$ cat config.mk
export PLATFORM = sky130hd
export DESIGN_NAME = glb_container_chunk_parser_unit
export DESIGN_NICKNAME = d
export VERILOG_FILES = /design/src/rtl/gccp_pkg.sv /design/src/rtl/glb_container_chunk_parser_unit.sv /design/src/rtl/gccp_front.sv /design/src/rtl/gccp_fifo.sv /design/src/rtl/gccp_back.sv
export SDC_FILE = /design/constraint.sdc
export NUM_CORES = 1
export LEC_CHECK = 0
export BUFFER_PORTS_ARGS = -buffer_cell sky130_fd_sc_hd__clkbuf_2
export CORE_MARGIN = 2
export CORE_UTILIZATION = 31
export CTS_BUF_LIST = sky130_fd_sc_hd__clkbuf_8 sky130_fd_sc_hd__clkbuf_16
export DETAILED_ROUTE_END_ITERATION = 7
export PLACE_DENSITY = 0.44
export SLEW_MARGIN = 15
export SYNTH_ARGS = -nofsm -noshare
export SYNTH_HDL_FRONTEND = slang
export SYNTH_SLANG_ARGS = --single-unit
$ cat constraint.sdc
create_clock -name clk_i -period 6 [get_ports clk_i]
set_input_delay 0.3 -clock clk_i [delete_from_list [all_inputs] [get_ports clk_i]]
set_output_delay 0.3 -clock clk_i [all_outputs]
set_load 0.01 [all_outputs]
$ cat src/rtl/gccp_pkg.sv
// Shared types and constants for the GLB container chunk parser.
package gccp_pkg;

  localparam logic [31:0] GLB_MAGIC     = 32'h4654_6C67;
  localparam logic [31:0] TYPE_JSON     = 32'h4E4F_534A;
  localparam logic [31:0] TYPE_BIN      = 32'h004E_4942;
  localparam logic [31:0] GLB_VERSION   = 32'd2;
  localparam logic [31:0] MIN_FILE_LEN  = 32'd20;
  localparam logic [32:0] FILE_HDR_LEN  = 33'd12;
  localparam logic [33:0] CHUNK_HDR_LEN = 34'd8;
  localparam logic [31:0] POS_MAGIC_END = 32'd3;
  localparam logic [31:0] POS_VER_END   = 32'd7;
  localparam logic [31:0] POS_HDR_END   = 32'd11;
  localparam logic [2:0]  HDR_LEN_DONE  = 3'd4;
  localparam logic [2:0]  HDR_TYPE_DONE = 3'd0;
  localparam int unsigned QUEUE_DEPTH   = 4;

  typedef enum logic [1:0] {
    PH_FILE = 2'd0,
    PH_CHDR = 2'd1,
    PH_PAY  = 2'd2,
    PH_TAIL = 2'd3
  } phase_e;

  typedef enum logic [2:0] {
    CLS_HDR  = 3'd0,
    CLS_CHDR = 3'd1,
    CLS_JSON = 3'd2,
    CLS_BIN  = 3'd3,
    CLS_SKIP = 3'd4,
    CLS_TAIL = 3'd5
  } byte_class_e;

  typedef enum logic [1:0] {
    KIND_SKIP = 2'd0,
    KIND_JSON = 2'd1,
    KIND_BIN  = 2'd2
  } chunk_kind_e;

  typedef enum logic [1:0] {
    ERR_NONE = 2'd0,
    ERR_HDR  = 2'd1,
    ERR_LEN  = 2'd2,
    ERR_OVF  = 2'd3
  } err_e;

  typedef struct packed {
    logic [7:0]  data;
    byte_class_e cls;
    logic        start;
    logic        last;
    err_e        err;
    logic        short_file;
    logic        len_bad;
  } item_t;

endpackage

$ cat src/rtl/glb_container_chunk_parser_unit.sv
// Top level of the GLB container chunk parser.
// A pushed word passes through the queue and then the back end's result register.
// Throughput: one word per cycle while the queue is not full.
// The queue between front and back ends absorbs stalls on the result side.
// Reset is asynchronous and active low; the parser also returns to its reset state
// after the final byte of each file.
module glb_container_chunk_parser_unit #(
  parameter int unsigned QueueDepth = gccp_pkg::QUEUE_DEPTH
) (
  input  logic       clk_i,
  input  logic       rst_ni,
  input  logic       push,
  output logic       full,
  input  logic [7:0] data_byte_i,
  input  logic       last_byte_i,
  output logic       empty,
  input  logic       pop,
  output logic [7:0] byte_out_o,
  output logic [2:0] byte_class_o,
  output logic       chunk_start_o,
  output logic       done_res_o,
  output logic [1:0] status_o
);
  import gccp_pkg::*;

  logic  accept;
  item_t front_item;
  item_t q_item;
  logic  q_empty;
  logic  q_rd;

  assign accept = push && !full;

  gccp_front u_front (
    .clk_i       (clk_i),
    .rst_ni      (rst_ni),
    .accept_i    (accept),
    .data_byte_i (data_byte_i),
    .last_byte_i (last_byte_i),
    .item_o      (front_item)
  );

  gccp_fifo #(
    .Depth (QueueDepth)
  ) u_fifo (
    .clk_i     (clk_i),
    .rst_ni    (rst_ni),
    .wr_en_i   (accept),
    .wr_item_i (front_item),
    .full_o    (full),
    .rd_en_i   (q_rd),
    .rd_item_o (q_item),
    .empty_o   (q_empty)
  );

  gccp_back u_back (
    .clk_i         (clk_i),
    .rst_ni        (rst_ni),
    .q_empty_i     (q_empty),
    .q_item_i      (q_item),
    .q_rd_o        (q_rd),
    .pop_i         (pop),
    .empty_o       (empty),
    .byte_out_o    (byte_out_o),
    .byte_class_o  (byte_class_o),
    .chunk_start_o (chunk_start_o),
    .done_res_o    (done_res_o),
    .status_o      (status_o)
  );

endmodule

$ cat src/rtl/gccp_front.sv
// Front end: walks the file header and chunk headers and classifies each byte.
module gccp_front (
  input  logic           clk_i,
  input  logic           rst_ni,
  input  logic           accept_i,
  input  logic [7:0]     data_byte_i,
  input  logic           last_byte_i,
  output gccp_pkg::item_t item_o
);
  import gccp_pkg::*;

  phase_e      phase_q, phase_d;
  chunk_kind_e kind_q, kind_d;
  err_e        err_q, err_d;
  logic [31:0] byte_count_q, byte_count_d;
  logic [31:0] declared_q, declared_d;
  logic [31:0] word_shift_q, word_shift_d;
  logic [31:0] chunk_rem_q, chunk_rem_d;
  logic [2:0]  hdr_pos_q, hdr_pos_d;
  logic        bin_taken_q, bin_taken_d;
  logic        start_pending_q, start_pending_d;

  logic [31:0] ws;
  logic [31:0] decl_new;
  logic [31:0] rem_dec;
  logic [32:0] off;
  logic [32:0] next_off;
  logic [32:0] room;
  logic        fits;
  logic        overflow;
  logic [2:0]  hdr_nx;

  always_comb begin
    ws       = {data_byte_i, word_shift_q[31:8]};
    off      = {1'b0, byte_count_q} + 33'd1;
    next_off = (phase_q == PH_FILE) ? FILE_HDR_LEN : off;
    decl_new = (phase_q == PH_FILE && byte_count_q == POS_HDR_END) ? ws : declared_q;
    fits     = ({1'b0, next_off} + CHUNK_HDR_LEN) <= {2'b00, decl_new};
    room     = {1'b0, declared_q} - off;
    overflow = (off > {1'b0, declared_q}) || ({1'b0, chunk_rem_q} > room);
    hdr_nx   = hdr_pos_q + 3'd1;
    rem_dec  = (chunk_rem_q != 32'd0) ? chunk_rem_q - 32'd1 : chunk_rem_q;

    phase_d         = phase_q;
    kind_d          = kind_q;
    err_d           = err_q;
    byte_count_d    = byte_count_q;
    declared_d      = declared_q;
    word_shift_d    = word_shift_q;
    chunk_rem_d     = chunk_rem_q;
    hdr_pos_d       = hdr_pos_q;
    bin_taken_d     = bin_taken_q;
    start_pending_d = start_pending_q;

    item_o.data  = data_byte_i;
    item_o.cls   = CLS_TAIL;
    item_o.start = 1'b0;
    item_o.last  = last_byte_i;

    if (accept_i) begin
      word_shift_d = ws;
      unique case (phase_q)
        PH_FILE: begin
          item_o.cls = CLS_HDR;
          if (byte_count_q == POS_MAGIC_END && ws != GLB_MAGIC) begin
            err_d = ERR_HDR;
          end
          if (byte_count_q == POS_VER_END && ws != GLB_VERSION && err_q == ERR_NONE) begin
            err_d = ERR_HDR;
          end
          if (byte_count_q == POS_HDR_END) begin
            declared_d = ws;
            if (err_q == ERR_NONE && ws < MIN_FILE_LEN) begin
              err_d = ERR_LEN;
            end
            if (err_d != ERR_NONE || !fits) begin
              phase_d = PH_TAIL;
            end else begin
              phase_d   = PH_CHDR;
              hdr_pos_d = 3'd0;
            end
          end
        end
        PH_CHDR: begin
          item_o.cls = CLS_CHDR;
          hdr_pos_d  = hdr_nx;
          if (hdr_nx == HDR_LEN_DONE) begin
            chunk_rem_d = ws;
          end
          if (hdr_nx == HDR_TYPE_DONE) begin
            if (overflow) begin
              if (err_q == ERR_NONE) begin
                err_d = ERR_OVF;
              end
              phase_d = PH_TAIL;
            end else begin
              if (ws == TYPE_JSON) begin
                kind_d = KIND_JSON;
              end else if (ws == TYPE_BIN && !bin_taken_q && chunk_rem_q != 32'd0) begin
                kind_d      = KIND_BIN;
                bin_taken_d = 1'b1;
              end else begin
                kind_d = KIND_SKIP;
              end
              if (chunk_rem_q == 32'd0) begin
                if (fits) begin
                  phase_d   = PH_CHDR;
                  hdr_pos_d = 3'd0;
                end else begin
                  phase_d = PH_TAIL;
                end
              end else begin
                phase_d         = PH_PAY;
                start_pending_d = 1'b1;
              end
            end
          end
        end
        PH_PAY: begin
          unique case (kind_q)
            KIND_JSON: item_o.cls = CLS_JSON;
            KIND_BIN:  item_o.cls = CLS_BIN;
            default:   item_o.cls = CLS_SKIP;
          endcase
          item_o.start    = start_pending_q && kind_q != KIND_SKIP;
          start_pending_d = 1'b0;
          chunk_rem_d     = rem_dec;
          if (rem_dec == 32'd0) begin
            if (fits) begin
              phase_d   = PH_CHDR;
              hdr_pos_d = 3'd0;
            end else begin
              phase_d = PH_TAIL;
            end
          end
        end
        default: begin
          item_o.cls = CLS_TAIL;
        end
      endcase

      if (byte_count_q != 32'hFFFF_FFFF) begin
        byte_count_d = byte_count_q + 32'd1;
      end
    end

    item_o.err        = err_d;
    item_o.short_file = byte_count_d < MIN_FILE_LEN;
    item_o.len_bad    = (declared_d > byte_count_d) || (declared_d < MIN_FILE_LEN);

    if (accept_i && last_byte_i) begin
      phase_d         = PH_FILE;
      kind_d          = KIND_SKIP;
      err_d           = ERR_NONE;
      byte_count_d    = 32'd0;
      declared_d      = 32'd0;
      word_shift_d    = 32'd0;
      chunk_rem_d     = 32'd0;
      hdr_pos_d       = 3'd0;
      bin_taken_d     = 1'b0;
      start_pending_d = 1'b0;
    end
  end

  always_ff @(posedge clk_i or negedge rst_ni) begin
    if (!rst_ni) begin
      phase_q         <= PH_FILE;
      kind_q          <= KIND_SKIP;
      err_q           <= ERR_NONE;
      byte_count_q    <= 32'd0;
      declared_q      <= 32'd0;
      word_shift_q    <= 32'd0;
      chunk_rem_q     <= 32'd0;
      hdr_pos_q       <= 3'd0;
      bin_taken_q     <= 1'b0;
      start_pending_q <= 1'b0;
    end else begin
      phase_q         <= phase_d;
      kind_q          <= kind_d;
      err_q           <= err_d;
      byte_count_q    <= byte_count_d;
      declared_q      <= declared_d;
      word_shift_q    <= word_shift_d;
      chunk_rem_q     <= chunk_rem_d;
      hdr_pos_q       <= hdr_pos_d;
      bin_taken_q     <= bin_taken_d;
      start_pending_q <= start_pending_d;
    end
  end

`ifndef ASSERT_OFF
  a_file_phase_short: assert property (@(posedge clk_i) disable iff (!rst_ni)
    phase_q == PH_FILE |-> byte_count_q <= POS_HDR_END)
    else $error("File header phase lasted past the header.");

  a_payload_nonzero: assert property (@(posedge clk_i) disable iff (!rst_ni)
    phase_q == PH_PAY |-> chunk_rem_q != 32'd0)
    else $error("Payload phase with no bytes left.");
`endif

endmodule

$ cat src/rtl/gccp_fifo.sv
// Short queue of classified words between the front and back ends.
module gccp_fifo #(
  parameter int unsigned Depth = gccp_pkg::QUEUE_DEPTH
) (
  input  logic            clk_i,
  input  logic            rst_ni,
  input  logic            wr_en_i,
  input  gccp_pkg::item_t wr_item_i,
  output logic            full_o,
  input  logic            rd_en_i,
  output gccp_pkg::item_t rd_item_o,
  output logic            empty_o
);
  import gccp_pkg::*;

  localparam int unsigned PtrW = (Depth > 1) ? $clog2(Depth) : 1;
  localparam int unsigned CntW = $clog2(Depth + 1);

  item_t             mem_q [Depth];
  logic [PtrW-1:0]   wr_ptr_q, wr_ptr_d;
  logic [PtrW-1:0]   rd_ptr_q, rd_ptr_d;
  logic [CntW-1:0]   cnt_q, cnt_d;

  always_comb begin
    wr_ptr_d = wr_ptr_q;
    rd_ptr_d = rd_ptr_q;
    cnt_d    = cnt_q;
    if (wr_en_i) begin
      wr_ptr_d = (wr_ptr_q == PtrW'(Depth - 1)) ? '0 : wr_ptr_q + PtrW'(1);
    end
    if (rd_en_i) begin
      rd_ptr_d = (rd_ptr_q == PtrW'(Depth - 1)) ? '0 : rd_ptr_q + PtrW'(1);
    end
    if (wr_en_i && !rd_en_i) begin
      cnt_d = cnt_q + CntW'(1);
    end else if (!wr_en_i && rd_en_i) begin
      cnt_d = cnt_q - CntW'(1);
    end
  end

  always_ff @(posedge clk_i or negedge rst_ni) begin
    if (!rst_ni) begin
      wr_ptr_q <= '0;
      rd_ptr_q <= '0;
      cnt_q    <= '0;
    end else begin
      wr_ptr_q <= wr_ptr_d;
      rd_ptr_q <= rd_ptr_d;
      cnt_q    <= cnt_d;
    end
  end

  always_ff @(posedge clk_i) begin
    if (wr_en_i) begin
      mem_q[wr_ptr_q] <= wr_item_i;
    end
  end

  assign rd_item_o = mem_q[rd_ptr_q];
  assign full_o    = cnt_q == CntW'(Depth);
  assign empty_o   = cnt_q == '0;

`ifndef ASSERT_OFF
  a_cnt_bound: assert property (@(posedge clk_i) disable iff (!rst_ni)
    cnt_q <= CntW'(Depth))
    else $error("Queue count exceeds its depth.");

  a_cnt_grows: assert property (@(posedge clk_i) disable iff (!rst_ni)
    wr_en_i && !rd_en_i |=> cnt_q == $past(cnt_q) + CntW'(1))
    else $error("Queue count did not follow a write.");
`endif

endmodule

$ cat src/rtl/gccp_back.sv
// Back end: resolves the final status and holds the result word for the consumer.
module gccp_back (
  input  logic            clk_i,
  input  logic            rst_ni,
  input  logic            q_empty_i,
  input  gccp_pkg::item_t q_item_i,
  output logic            q_rd_o,
  input  logic            pop_i,
  output logic            empty_o,
  output logic [7:0]      byte_out_o,
  output logic [2:0]      byte_class_o,
  output logic            chunk_start_o,
  output logic            done_res_o,
  output logic [1:0]      status_o
);
  import gccp_pkg::*;

  logic        valid_q, valid_d;
  logic [7:0]  data_q;
  byte_class_e cls_q;
  logic        start_q;
  logic        last_q;
  err_e        status_q, status_d;
  logic        load;

  always_comb begin
    load    = !q_empty_i && (!valid_q || pop_i);
    valid_d = load || (valid_q && !pop_i);
    if (!q_item_i.last) begin
      status_d = q_item_i.err;
    end else if (q_item_i.short_file || q_item_i.err == ERR_HDR) begin
      status_d = ERR_HDR;
    end else if (q_item_i.len_bad) begin
      status_d = ERR_LEN;
    end else if (q_item_i.err == ERR_OVF) begin
      status_d = ERR_OVF;
    end else begin
      status_d = ERR_NONE;
    end
  end

  always_ff @(posedge clk_i or negedge rst_ni) begin
    if (!rst_ni) begin
      valid_q <= 1'b0;
    end else begin
      valid_q <= valid_d;
    end
  end

  always_ff @(posedge clk_i) begin
    if (load) begin
      data_q   <= q_item_i.data;
      cls_q    <= q_item_i.cls;
      start_q  <= q_item_i.start;
      last_q   <= q_item_i.last;
      status_q <= status_d;
    end
  end

  assign q_rd_o        = load;
  assign empty_o       = !valid_q;
  assign byte_out_o    = data_q;
  assign byte_class_o  = cls_q;
  assign chunk_start_o = start_q;
  assign done_res_o    = last_q;
  assign status_o      = status_q;

`ifndef ASSERT_OFF
  a_hold_valid: assert property (@(posedge clk_i) disable iff (!rst_ni)
    valid_q && !pop_i |=> valid_q)
    else $error("Result word dropped while it was not taken.");
`endif

endmodule

* Yosys cells after proc, flatten, opt, wreduce, memory -nomap -nowiden
Memory sizes are Yosys's and may differ from the RTL's.
Index checks and enable logic that the tools add are counted.
** Storage, ports and cells
- Flip-flop bits (word level) :: 162
- Bits in latches :: 0
- Memory bits (writable) :: 68
- Bits in read-only memories :: 0
- Output and inout bits :: 17
- Word-level logic and storage cells :: 199
- Memories :: 1
** Memory list
- u_fifo.mem_q :: words 4, width 17, read ports 1, clocked after memory_dff 0, write ports 1, RTL line gccp_fifo.sv:19 : item_t mem_q [Depth];
** Cells by class
- Add/sub/neg operators :: 10
- Multipliers :: 0
- Divide/modulo/power cells :: 0
- Order comparisons :: 7
- Equality and inequality tests :: 28
- Shift operators :: 0
- Multiplexer cells :: 84
- Bitwise gates (word level) :: 0
- Reductions and logical operators :: 50
** Operators with widths (count)
- $mux W32 :: 14
- $lt A32 B5 Y1 const B :: 3
- $mux W2 :: 34
- $logic_not A32 Y1 :: 2
- $pmux W32 S2 :: 1
- $mux W3 :: 12
- $add A33 B4 Y34 const B :: 1
- $le A34 B32 Y1 :: 1
- $add A32 B1 Y33 const B :: 1
- $gt A32 B33 Y1 :: 1
- $gt A33 B32 Y1 :: 1
- $mux W33 :: 1
- $sub A32 B33 Y33 :: 1
- $add A32 B1 Y32 const B :: 1
- $eq A32 B2 Y1 const B :: 1
- $eq A32 B23 Y1 const B :: 1
- $eq A32 B3 Y1 const B :: 1
- $eq A32 B31 Y1 const B :: 1
- $eq A32 B4 Y1 const B :: 1
- $gt A32 B32 Y1 :: 1
- $ne A32 B2 Y1 const B :: 1
- $ne A32 B31 Y1 const B :: 1
- $ne A32 B32 Y1 const B :: 1
- $reduce_bool A32 Y1 :: 1
- 29 further kinds :: 95

* Logic depth before layout (Yosys ltp)
Gate-level depths: netlist (run 1).
- Word-level depth :: 15
- Mapped depth :: 29

* By module
From an unflattened synthesis (run 1), not the netlist that was laid out.
** Second synthesis, totals
- Cell total of the unflattened synthesis :: 1844
- Area, all modules :: 16882.4 sq um
** Modules (own cells, without submodules)
- gccp_front :: times used 1, cells an instance 1691, area an instance 13426.6 sq um, sequential area each 3278.1 sq um
- gccp_fifo :: times used 1, cells an instance 126, area an instance 2912.8 sq um, sequential area each 2217.1 sq um
- gccp_back :: times used 1, cells an instance 26, area an instance 529.3 sq um, sequential area each 475.5 sq um
- glb_container_chunk_parser_unit :: times used 1, cells an instance 1, area an instance 13.8 sq um, sequential area each 0.0 sq um

* Least setup slack after synthesis (run 1)
No wires, ideal clock.
- Path type :: flip-flop to flip-flop
- From :: register u_front.byte_count_q[0]
- To :: register u_front.err_q[1]
- Arrival :: 6247 ps
- Slack :: -366 ps
- Cell stages (with the launch flop) :: 29
- Clock period less this slack :: 6366 ps
- Path through :: dfrtp_1 > buf_2 > nand2_1 > clkbuf_1 > nor2_1 > and3_1 > and3_1 > xnor2_1 > ha_1 > a21o_1 > a21o_1 > a221o_1 > nor2b_1 > a221o_1 > a211oi_1 > o21ai_0 > a21o_1 > and4_1 > nor3_1 > ha_1 > a2111oi_0 > o21ai_0 > a31oi_1 > o22ai_1 > o21ai_0 > nor3b_1 > nor3_1 > or3b_1 > and2_1
** RTL lines
- from (decl) :: RTL line gccp_front.sv:15 : logic [31:0] byte_count_q, byte_count_d;
- from (signal assigned) :: RTL line gccp_front.sv:181 : byte_count_q <= byte_count_d;
- to (signal assigned) :: RTL line gccp_front.sv:180 : err_q <= err_d;
- to (decl) :: RTL line gccp_front.sv:14 : err_e err_q, err_d;

* Final worst setup path (run 1)
- From :: register u_front.byte_count_q[3]
- To :: register u_front.start_pending_q
** On the way
- Longest elaborated chain between the ends :: 6
** RTL lines
- $add A32 B1 Y33 * :: RTL line gccp_front.sv:35 : off = {1'b0, byte_count_q} + 33'd1;
- $sub A32 B33 Y33 :: RTL line gccp_front.sv:39 : room = {1'b0, declared_q} - off;
- $gt A32 B33 Y1 :: RTL line gccp_front.sv:40 : overflow = (off > {1'b0, declared_q}) || ({1'b0, chunk_rem_q} > room);
- $logic_or A1 B1 Y1 * :: RTL line gccp_front.sv:40
- $ne A3 B3 Y1 (no line) *
- $reduce_and A5 Y1 (no line) *
- to (signal assigned) :: RTL line gccp_front.sv:187 : start_pending_q <= start_pending_d;
- to (decl) :: RTL line gccp_front.sv:21 : logic start_pending_q, start_pending_d;
Mark *: on every way between the ends. The rest lies on a longest branch, timed or not.
A chain may end at the register's enable or synchronous reset.

==> results.json, run 1 <==
{
  "period_minus_slack_ns": 6.02,
  "antenna_found_initial": 1,
  "drtIter0Drc": 1291,
  "use_met1_pct": 32.0,
  "numCtsBuffers": 29,
  "htreeDepth": 1,
  "finalSetupTns_ns": -0.0338,
  "synth-seq-cells": 222,
  "yosys_most_used_dff": "dfrtp_1",
  "worst-path-buf-inv": 3,
  "setup_viol": 6,
  "fin_cells": 2829,
  "grt_first_pass_wirelength_um": 98700,
  "yosys.area_share.adder_pct": 11.1,
  "worstPathRequired_ns": 6.52,
  "routabilityCongestion": 0.929,
  "drive_gt1_share_pct": 22.3,
  "cp.arrival_ns": 6.54,
  "synth_compound_area_share_pct": 14.9,
  "r2r.worst_path.cells": 30,
  "wl_per_cell_um": 23.2,
  "finalCritPeriodShare_pct": 100,
  "synth_xor_area_share_pct": 6.10,
  "drv_cap": 0,
  "hold_path_class": "input pin to flop",
  "crit_path_start_kind": "flop",
  "synth_mux_area_share_pct": 5.24,
  "crit_fanout": 6,
  "numPlacedInstances": 2749,
  "p_per_area_nw_per_um2": 405,
  "vias": 15594,
  "synthSimpleGateAreaFrac_pct": 23.6,
  "seq_area_frac_synth_pct": 35.1,
  "die_w_um": 238,
  "status": "finished with violations",
  "grt_pass1_vias": 15315,
  "netlist_instances": 1900,
  "grt_max_degree": 73,
  "power.internal_mw": 4.73,
  "crit_family": "compound AO/OA/AOI/OAI gates",
  "fin_util_pct": 39.3,
  "critPathMaxStageDelay_ns": 0.50,
  "switching_share_pct": 45.1,
  "start_util_pct": 31.5,
  "vdd_ir_drop_max_mv": 0.243,
  "drt_pass1_iterations": 5,
  "root_buffer": "clkbuf_16",
  "fmax_mhz": 166,
  "die_h_um": 238,
  "place_ws_ns": -0.552,
  "timing.rr.end": "u_front.start_pending_q",
  "hold_viol_final": 0,
  "syn_area_um2": 17000,
  "leakage_nw": 9.22,
  "num_rows": 85,
  "top_usage_layer": "met2",
  "yosysWarnings": 0,
  "synth_edf_count": 83,
  "placed_cell_area_um2": 19400,
  "slew_headroom_pct": 29.1,
  "worst_pin_slew_ns": 1.06,
  "n_fill_cell": 5411,
  "dieArea_um2": 56700,
  "globalRouteMet3Util_pct": 3.01,
  "p_seq_share_pct": 27.8,
  "io_pins": 30,
  "clk_latency_ns": 0.63,
  "hold_start": "data_byte_i[4]",
  "ys_types": 90,
  "rrSetupSlack_ns": -0.02,
  "synthToLayoutAreaGrowth_pct": 25.1,
  "met2_usage_pct": 36.5,
  "syn_nets": 2062,
  "worstSetupStartpoint": "u_front.byte_count_q[3]",
  "hold-path-endpoint": "u_front.declared_q[28]",
  "cts.clk_slew.worst_paths_ns": 0.07,
  "cts_tree": "yes",
  "crit_slowest_cell": "or4_4",
  "clock-sinks": 222,
  "dp_hpwl_um": 49400,
  "hold_depth": 3,
  "avgSynthCellArea_um2": 8.94,
  "drc": 0,
  "p_switching_mw": 3.89,
  "drv_slew": 0,
  "antenna_left": 0,
  "clk_path_buf_depth": 3,
  "synth_top_family_by_area": "simple AND/OR/NAND/NOR gates",
  "finalWirelength_um": 65700,
  "core_um2": 54000,
  "vias_per_cell": 5.51,
  "port_buffers": 29,
  "track_usage_pct": 23.1,
  "stdcell_area_um2": 21300,
  "fin_worst_skew_ns": 0.0342,
  "worstReg2RegStart": "u_front.byte_count_q[3]",
  "crit_path_end_kind": "flop",
  "comb_power_share_pct": 50.7,
  "clkPwrFrac_pct": 21.6,
  "nNetsFinal": 2271,
  "rsz0062_at_grt": "true",
  "worstSetupPathType": "flop to flop",
  "ys_async_sr_fraction_pct": 62.6,
  "violations": "negative setup slack",
  "overflow": 0,
  "fin_ws_ns": -0.0180
}
[power groups by stage]
stage / clock, mW / combinational (mW) / sequential (mW)
floorplan: 0 / 2.71 / 2.21
global placement: 0 / 4.11 / 2.39
detailed placement: 0 / 4.15 / 2.40
CTS: 1.90 / 4.23 / 2.38
global route: 1.95 / 4.80 / 2.43
finish: 1.86 / 4.37 / 2.39
[state kept, by name, summed over array words and instances, names as in the netlist, 3 cells and up]
signal and flops:
u_front.chunk_rem_q 32, u_front.hdr_pos_q 3, u_front.declared_q 32, u_front.byte_count_q 32, u_back.byte_class_o 3, u_fifo.mem_q 68, u_front.word_shift_q 24, u_fifo.cnt_q 3
u_back.byte_out_o 8
[worst max path at each step]
stage	end	slack [ns]	cells after the start
after floorplan	u_front.err_q[1]	0.05	28
after global placement	u_front.start_pending_q	-0.40	29
after detailed placement	u_front.start_pending_q	-0.55	27
after CTS	u_front.start_pending_q	-0.07	29
after global routing	u_front.start_pending_q	-0.28	31
final	u_front.start_pending_q	-0.02	30
[layout by cell type, fill, tap and decap left out, drive strengths merged, types with 63 or more instances in the layout]
master,n
o21ai,117
edfxtp,83
ha,147
inv,69
nand2,228
a21oi,120
nor2,158
buf,251
dfrtp,139
xnor2,63
[final cells by class]
type	instances	area, um^2	share of cell area, %
Clock buffer	31	753	3.54
Clock inverter	23	253	1.19
Multi-Input combinational cell	1511	11000	51.9
Inverter	64	240	1.13
Sequential cell	222	5970	28.1
Tap cell	696	871	4.10
Antenna cell	1	2.50	0.0118
Timing Repair Buffer	281	2130	10.0
[synthesized netlist by cell type, drive strengths merged (8+ instances only)]
cell type,number,area [um^2]
ha,147,1840
nand2,228,863
a31oi,15,93.8
or3,13,81.3
mux4,17,383
nor2b,15,93.8
mux2i,45,450
nor2,158,608
inv,64,240
o21a,12,90.1
edfxtp,83,2490
and3,25,156
o211ai,10,80.1
or4,16,131
nor3,55,285
and2,27,169
nand2b,26,163
xor2,52,463
clkbuf,73,274
dfrtp,139,3480
o21ai,117,597
nand3b,29,218
nand3,41,205
nor4,53,368
o22ai,11,68.8
a211oi,13,97.6
xnor2,63,574
a21o,26,195
or2,8,50.1
a21oi,120,601
nand4,50,340
nor3b,8,60.1
buf,30,153
[cell families after synthesis]
family	Yosys count
buf+inv	167
xor+xnor	115
mux	67
compound gates	403
simple gates	777
fa+ha+maj	149
flops	222
[worst min-delay path, cell delays in order]
cell      delay [ns]
clkbuf_2        0.24
nand2_1         0.15
a21oi_1         0.07
[per-stage QoR]
| step | hold slack, ns | total power, mW |
|---|---|---|
| after floorplan | 0.00441 | 4.92 |
| after global placement | 0.379 | 6.51 |
| after detailed placement | 0.382 | 6.56 |
| after CTS | 0.174 | 8.50 |
| after global routing | 0.187 | 9.18 |
| final | 0.197 | 8.62 |
[per-layer routing]
metal	up-vias	routed length (um)
li1	7387	-
met1	7654	30100
met2	433	29400
met3	120	3300
met4	0	2940
met5	-	0
[timing repair]
item	4_1_cts	5_1_grt
setup endpoints to repair	19	19
pin swaps	10	63
setup buffers	4	20
hold endpoints to repair	72	0
hold buffers	2	0
gates resized for setup	29	95
No activity file was read; power rests on OpenSTA's default activity.
==> run 2: changes to the inputs <==
Settings changed: SYNTH_HIERARCHICAL set to 1.
==> run 2 against run 1 <==
  * The run now ends clean
  * Worst setup slack better by 0.24 ns
  * Clock-buffer cell count is 2 lower
  * Total power is 13% higher
  * Core utilization is 3.8 points lower
  * Clock skew is 0.017 ns lower
  * Routed wire length is 7.7% lower
  * Register-to-register slack better by 0.24 ns
  * Sequential power is 9.2% higher
  * Combinational power is 21% higher
  * Die area is 0.64% lower
  * Cell area is 9.9% lower
  * Sequential share of layout area is 3.1 points higher
  * Critical path type unchanged
==> results.json, run 2 <==
{
  "status": "finished, final reports clean",
  "nNetsFinal": 2036,
  "vias": 14650,
  "worstPathRequired_ns": 6.45,
  "worst_pin_slew_ns": 1.10,
  "root_buffer": "clkbuf_16",
  "num_rows": 85,
  "synth_area_leaders": "dfrtp_1 (21%), edfxtp_1 (15%), ha_1 (11%), nor2_1 (4.1%), o21ai_0 (3.6%)",
  "comb_power_share_pct": 54.5,
  "drt_pass1_iterations": 5,
  "dieArea_um2": 56300,
  "fin_util_pct": 35.6,
  "setup_viol": 0,
  "largest_register": "u_fifo/mem_q",
  "syn_area_um2": 16900,
  "port_buffers": 29,
  "synthToLayoutAreaGrowth_pct": 13.4,
  "avgSynthCellArea_um2": 9.16,
  "largest_reg_flops": 68,
  "dp_hpwl_um": 45500,
  "vias_per_cell": 5.65,
  "seq_area_frac_synth_pct": 35.4,
  "yosys_most_used_dff": "dfrtp_1",
  "antenna_left": 0,
  "routabilityCongestion": 0.884,
  "clk_latency_ns": 0.59,
  "drv_cap": 0,
  "ys_async_sr_fraction_pct": 62.6,
  "synth-seq-cells": 222,
  "netlist_instances": 1844,
  "crit_path_start_kind": "flop",
  "yosysWarnings": 6,
  "track_usage_pct": 21.3,
  "synth_edf_count": 83,
  "slew_headroom_pct": 26.8,
  "htreeDepth": 1,
  "cts.clk_slew.worst_paths_ns": 0.06,
  "fin_worst_skew_ns": 0.0175,
  "yosysTopAreaCellShare_pct": 20.6,
  "io_pins": 30,
  "crit_fanout": 10,
  "clock-sinks": 222,
  "drtIter0Drc": 1017,
  "layout_common_cells": "nor2_1 (183), ha_1 (143), dfrtp_1 (139), nand2_1 (117), o21ai_0 (116)",
  "finalCritPeriodShare_pct": 96.3,
  "drive_gt1_share_pct": 11.5,
  "hold_viol_final": 0,
  "hold_path_class": "input pin to flop",
  "p_seq_share_pct": 26.9,
  "crit_path_end_kind": "flop",
  "switching_share_pct": 46.5,
  "period_minus_slack_ns": 5.78,
  "cts_tree": "yes",
  "grt_pass1_vias": 14091,
  "syn_nets": 2006,
  "clk_path_buf_depth": 3,
  "die_w_um": 237,
  "p_per_area_nw_per_um2": 508,
  "fmax_mhz": 173,
  "power.internal_mw": 5.20,
  "grt_first_pass_wirelength_um": 91000,
  "p_switching_mw": 4.52,
  "final_common_cell": "nor2_1",
  "ys_types": 97,
  "drv_slew": 0,
  "vdd_ir_drop_max_mv": 0.224,
  "die_h_um": 237,
  "clkPwrFrac_pct": 18.7,
  "synthTopCellsByCount": "nor2_1 (184), ha_1 (147), dfrtp_1 (139)",
  "start_util_pct": 31.4,
  "leakage_nw": 7.64,
  "total_power_mw": 9.72,
  "antenna_found_initial": 2,
  "overflow": 0,
  "rrSetupSlack_ns": 0.22,
  "drc": 0,
  "finalWirelength_um": 60700,
  "cp.arrival_ns": 6.23,
  "n_fill_cell": 5488,
  "wl_per_cell_um": 23.4,
  "yosys.area.top_type": "dfrtp_1",
  "core_um2": 53800,
  "yosysMostFrequentCell": "nor2_1",
  "grt_max_degree": 85,
  "worstSetupPathType": "flop to flop",
  "numCtsBuffers": 29
}
## run 2: final timing paths
path                                         start                       end  cells past startpoint
min reg2reg                        u_fifo/cnt_q[2]           u_fifo/cnt_q[2]                      1
max in group asynchronous                   rst_ni  u_front/byte_count_q[29]                      3
min in group asynchronous                   rst_ni    u_front/chunk_rem_q[2]                      2
min                                 data_byte_i[0]  u_front/word_shift_q[24]                      3
max                        u_front/byte_count_q[4]      u_front/hdr_pos_q[2]                     27
max reg2reg                u_front/byte_count_q[4]      u_front/hdr_pos_q[2]                     27
## run 2: logic make-up (layout without fill, tap and decap cells)
group	count (synthesis)	in the layout	synth area share [%]
xor gates and xnor gates	101	101	5.24
buffers and inverters	161	214	4.17
DFF	222	222	35.4
muxes	71	71	5.74
adders and majority gates	149	149	11.1
and+or+nand+nor	696	696	21.5
AOI/OAI and AO/OA	444	444	16.8
other	0	1	0
## run 2: metrics by stage
stage                     setup slack, ns  hold WS, ns  instances  instance area, um^2   TNS, ns
after floorplan                     0.483      0.00441       1844                16900         0
after global placement              0.209        0.471       2533                17900         0
after detailed placement           0.0428        0.478       2533                17900         0
after CTS                         0.00289        0.112       2589                19000         0
after global routing             -0.00517        0.123       2593                19100  -0.00517
final                               0.222        0.135       2594                19100         0
## run 2: layer usage
| metal | global-route usage, % | vias to the layer above | share of wire (%) |
|---|---|---|---|
| met2 | 33.8 | 418 | 44 |
| met4 | 6.54 | 0 | 3.2 |
| met3 | 2.98 | 92 | 4.8 |
| met1 | 30.1 | 7196 | 48 |
| met5 | 0 | - | 0 |
| li1 | - | 6944 | - |
## run 2: power groups by stage
stage               clock (mW)  combinational, mW  sequential [mW]
floorplan                    0               3.68             2.34
CTS                       1.86               5.16             2.60
detailed placement           0               5.13             2.62
global placement             0               5.07             2.62
global route              1.93               5.88             2.65
finish                    1.81               5.29             2.61
## run 2: final cells by class
class / count / area, um^2 / area share [%]
tap: 696 / 871 / 4.55
inverter: 61 / 229 / 1.20
multi-input combinational: 1461 / 10400 / 54.3
clock inverter: 25 / 260 / 1.36
antenna: 1 / 2.50 / 0.0131
timing repair buffer: 99 / 694 / 3.63
clock buffer: 29 / 726 / 3.79
sequential: 222 / 5970 / 31.2
## run 2: timing repair
item	CTS	global route
hold endpoints to repair	84	0
hold buffers	2	0
gates resized for setup	0	35
setup endpoints to repair	0	19
setup buffers	0	4
## run 2: worst max-delay path: stages (launching register included)
cell and delay, ns:
dfrtp_1 0.34, buf_4 0.17, and4_1 0.29, nand4_1 0.11, buf_4 0.20, or3_1 0.39, and2_1 0.24, ha_1 0.36
a21oi_1 0.19, nor2b_1 0.06, o21ai_0 0.14, a21boi_0 0.11, a311o_1 0.39, nor2_4 0.14, o31ai_2 0.12, a21o_1 0.19
a21oi_1 0.18, xor2_1 0.18, ha_1 0.27, o21a_1 0.19, o21a_1 0.16, o21ai_0 0.20, a31oi_1 0.08, a32oi_2 0.29
and2_1 0.19, buf_4 0.15, a31o_1 0.22, o31ai_1 0.08
==> run 3: changes to the inputs <==
Settings changed: SETUP_SLACK_MARGIN set to 0.4.
==> run 3 against run 2 <==
  * Register-to-register slack gained 0.33 ns
  * Clock power is essentially flat
  * Die area did not move
  * First-iteration DRC count is 2.0% lower
  * Critical path depth is 2 lower
  * Core utilization up 0.88 points
  * Sequential power is essentially flat
  * Hold slack better by 0.012 ns
  * Critical path type unchanged
==> results.json, run 3 (synthesis results as in run 2) <==
{
  "overflow": 0,
  "vias": 14735,
  "finalWirelength_um": 61300,
  "drt_pass1_iterations": 5,
  "drc": 0,
  "vias_per_cell": 5.66,
  "antenna_left": 0,
  "p_per_area_nw_per_um2": 507,
  "largest_reg_flops": 68,
  "final_common_cell": "nor2_1",
  "placed_cell_area_um2": 17900,
  "grt_first_pass_wirelength_um": 91300,
  "io_pins": 30,
  "cp_common_cell": "nor4_2",
  "fmax_mhz": 183,
  "hold_path_class": "input pin to flop",
  "fin_util_pct": 36.5,
  "cp.arrival_ns": 5.86,
  "die_h_um": 237,
  "crit_fanout": 6,
  "critPathMaxStageDelay_ns": 0.39,
  "nNetsFinal": 2048,
  "place_ws_ns": 0.0428,
  "fin_ws_ns": 0.550,
  "period_minus_slack_ns": 5.45,
  "diodes": 0,
  "die_w_um": 237,
  "clk_latency_ns": 0.59,
  "worstSetupPathType": "flop to flop",
  "stdcell_area_um2": 19600,
  "core_um2": 53800,
  "grt_pass1_vias": 14154,
  "leakage_nw": 7.79,
  "cts_tree": "yes",
  "dieArea_um2": 56300,
  "track_usage_pct": 21.4,
  "layout_common_cells": "nor2_1 (179), dfrtp_1 (136), ha_1 (135), nand2_1 (115), a21oi_1 (111)",
  "worstPathRequired_ns": 6.41,
  "crit_path_start_kind": "flop",
  "wl_per_cell_um": 23.5,
  "finalCritPeriodShare_pct": 90.8,
  "cts.clk_slew.worst_paths_ns": 0.06,
  "finalSetupTns_ns": 0,
  "slew_headroom_pct": 25.6,
  "status": "finished, final reports clean",
  "drv_slew": 0,
  "largest_register": "u_fifo/mem_q",
  "routabilityCongestion": 0.884,
  "worst_pin_slew_ns": 1.12,
  "antenna_found_initial": 1,
  "clk_path_buf_depth": 3,
  "htreeDepth": 1,
  "start_util_pct": 31.4,
  "grt_max_degree": 85,
  "rsz0062_at_grt": "false",
  "clock-sinks": 222,
  "synthToLayoutAreaGrowth_pct": 16.2,
  "crit_path_end_kind": "flop",
  "port_buffers": 29,
  "drtIter0Drc": 997,
  "drive_gt1_share_pct": 15.5,
  "vdd_ir_drop_max_mv": 0.225,
  "fin_worst_skew_ns": 0.0171,
  "hold_viol_final": 0,
  "drv_cap": 0,
  "setup_viol": 0,
  "root_buffer": "clkbuf_16",
  "crit_slowest_cell": "ha_2",
  "numCtsBuffers": 29,
  "dp_hpwl_um": 45500,
  "num_rows": 85
}
-- run 3: final timing paths --
kind,cells after the start,slack [ns],to,startpoint
max in group asynchronous,3,4.17,u_front/byte_count_q[9],rst_ni
min in group asynchronous,2,0.38,u_front/chunk_rem_q[2],rst_ni
worst max register to register,25,0.55,u_fifo/mem_q[0][2],u_front/byte_count_q[4]
worst min-delay path,3,0.15,u_front/word_shift_q[24],data_byte_i[0]
worst max-delay path,25,0.55,u_fifo/mem_q[0][2],u_front/byte_count_q[4]
worst min register to register,1,0.49,u_fifo/cnt_q[2],u_fifo/cnt_q[2]
-- run 3: repair_timing --
action | 4_1_cts | 5_1_grt
hold buffers | 2 | 0
gates resized for setup | 31 | 96
endpoints found under the hold margin | 84 | 0
setup buffers | 3 | 13
setup endpoints to repair | 19 | 19
pin swaps | 3 | 29
-- run 3: metrics by stage --
step / power [mW] / instances / hold slack (ns)
final: 9.95 / 2605 / 0.147
after global routing: 10.7 / 2605 / 0.123
after CTS: 9.75 / 2592 / 0.112
after detailed placement: 7.76 / 2533 / 0.478
after global placement: 7.70 / 2533 / 0.471
after floorplan: 6.02 / 1844 / 0.00441
-- run 3: power by group --
group | leakage, nW | switching (mW) | internal [mW]
combinational | 4.69 | 3.29 | 2.22
sequential | 2.61 | 0.596 | 2.03
clock | 0.497 | 0.747 | 1.06
total | 7.79 | 4.63 | 5.32
-- run 3: worst max-delay path: cells and delay by family, from the launching register on --
family,cells,cell delay [ns]
AO/OA/AOI/OAI,8,1.37
adder cells (fa/ha/maj),2,0.69
buffers and inverters,3,0.52
flip-flops,1,0.36
AND/OR/NAND/NOR,10,2.03
XOR/XNOR,2,0.30
-- run 3: layout make-up --
class / count / area, um^2
flip-flops and latches: 222 / 5970
fillers: 5461 / 34200
multi-input cells: 1461 / 10800
repair buffers: 111 / 792
clock buffers: 29 / 726
clock inverters: 25 / 260
well taps: 696 / 871
inverters: 61 / 229
-- run 3: layer usage --
metal | GRT usage [%] | up-vias | part of all wire, %
li1 | - | 6956 | -
met2 | 34.1 | 426 | 45
met5 | 0 | - | 0
met3 | 3.05 | 93 | 4.9
met1 | 30.1 | 7260 | 47
met4 | 6.31 | 0 | 3.1
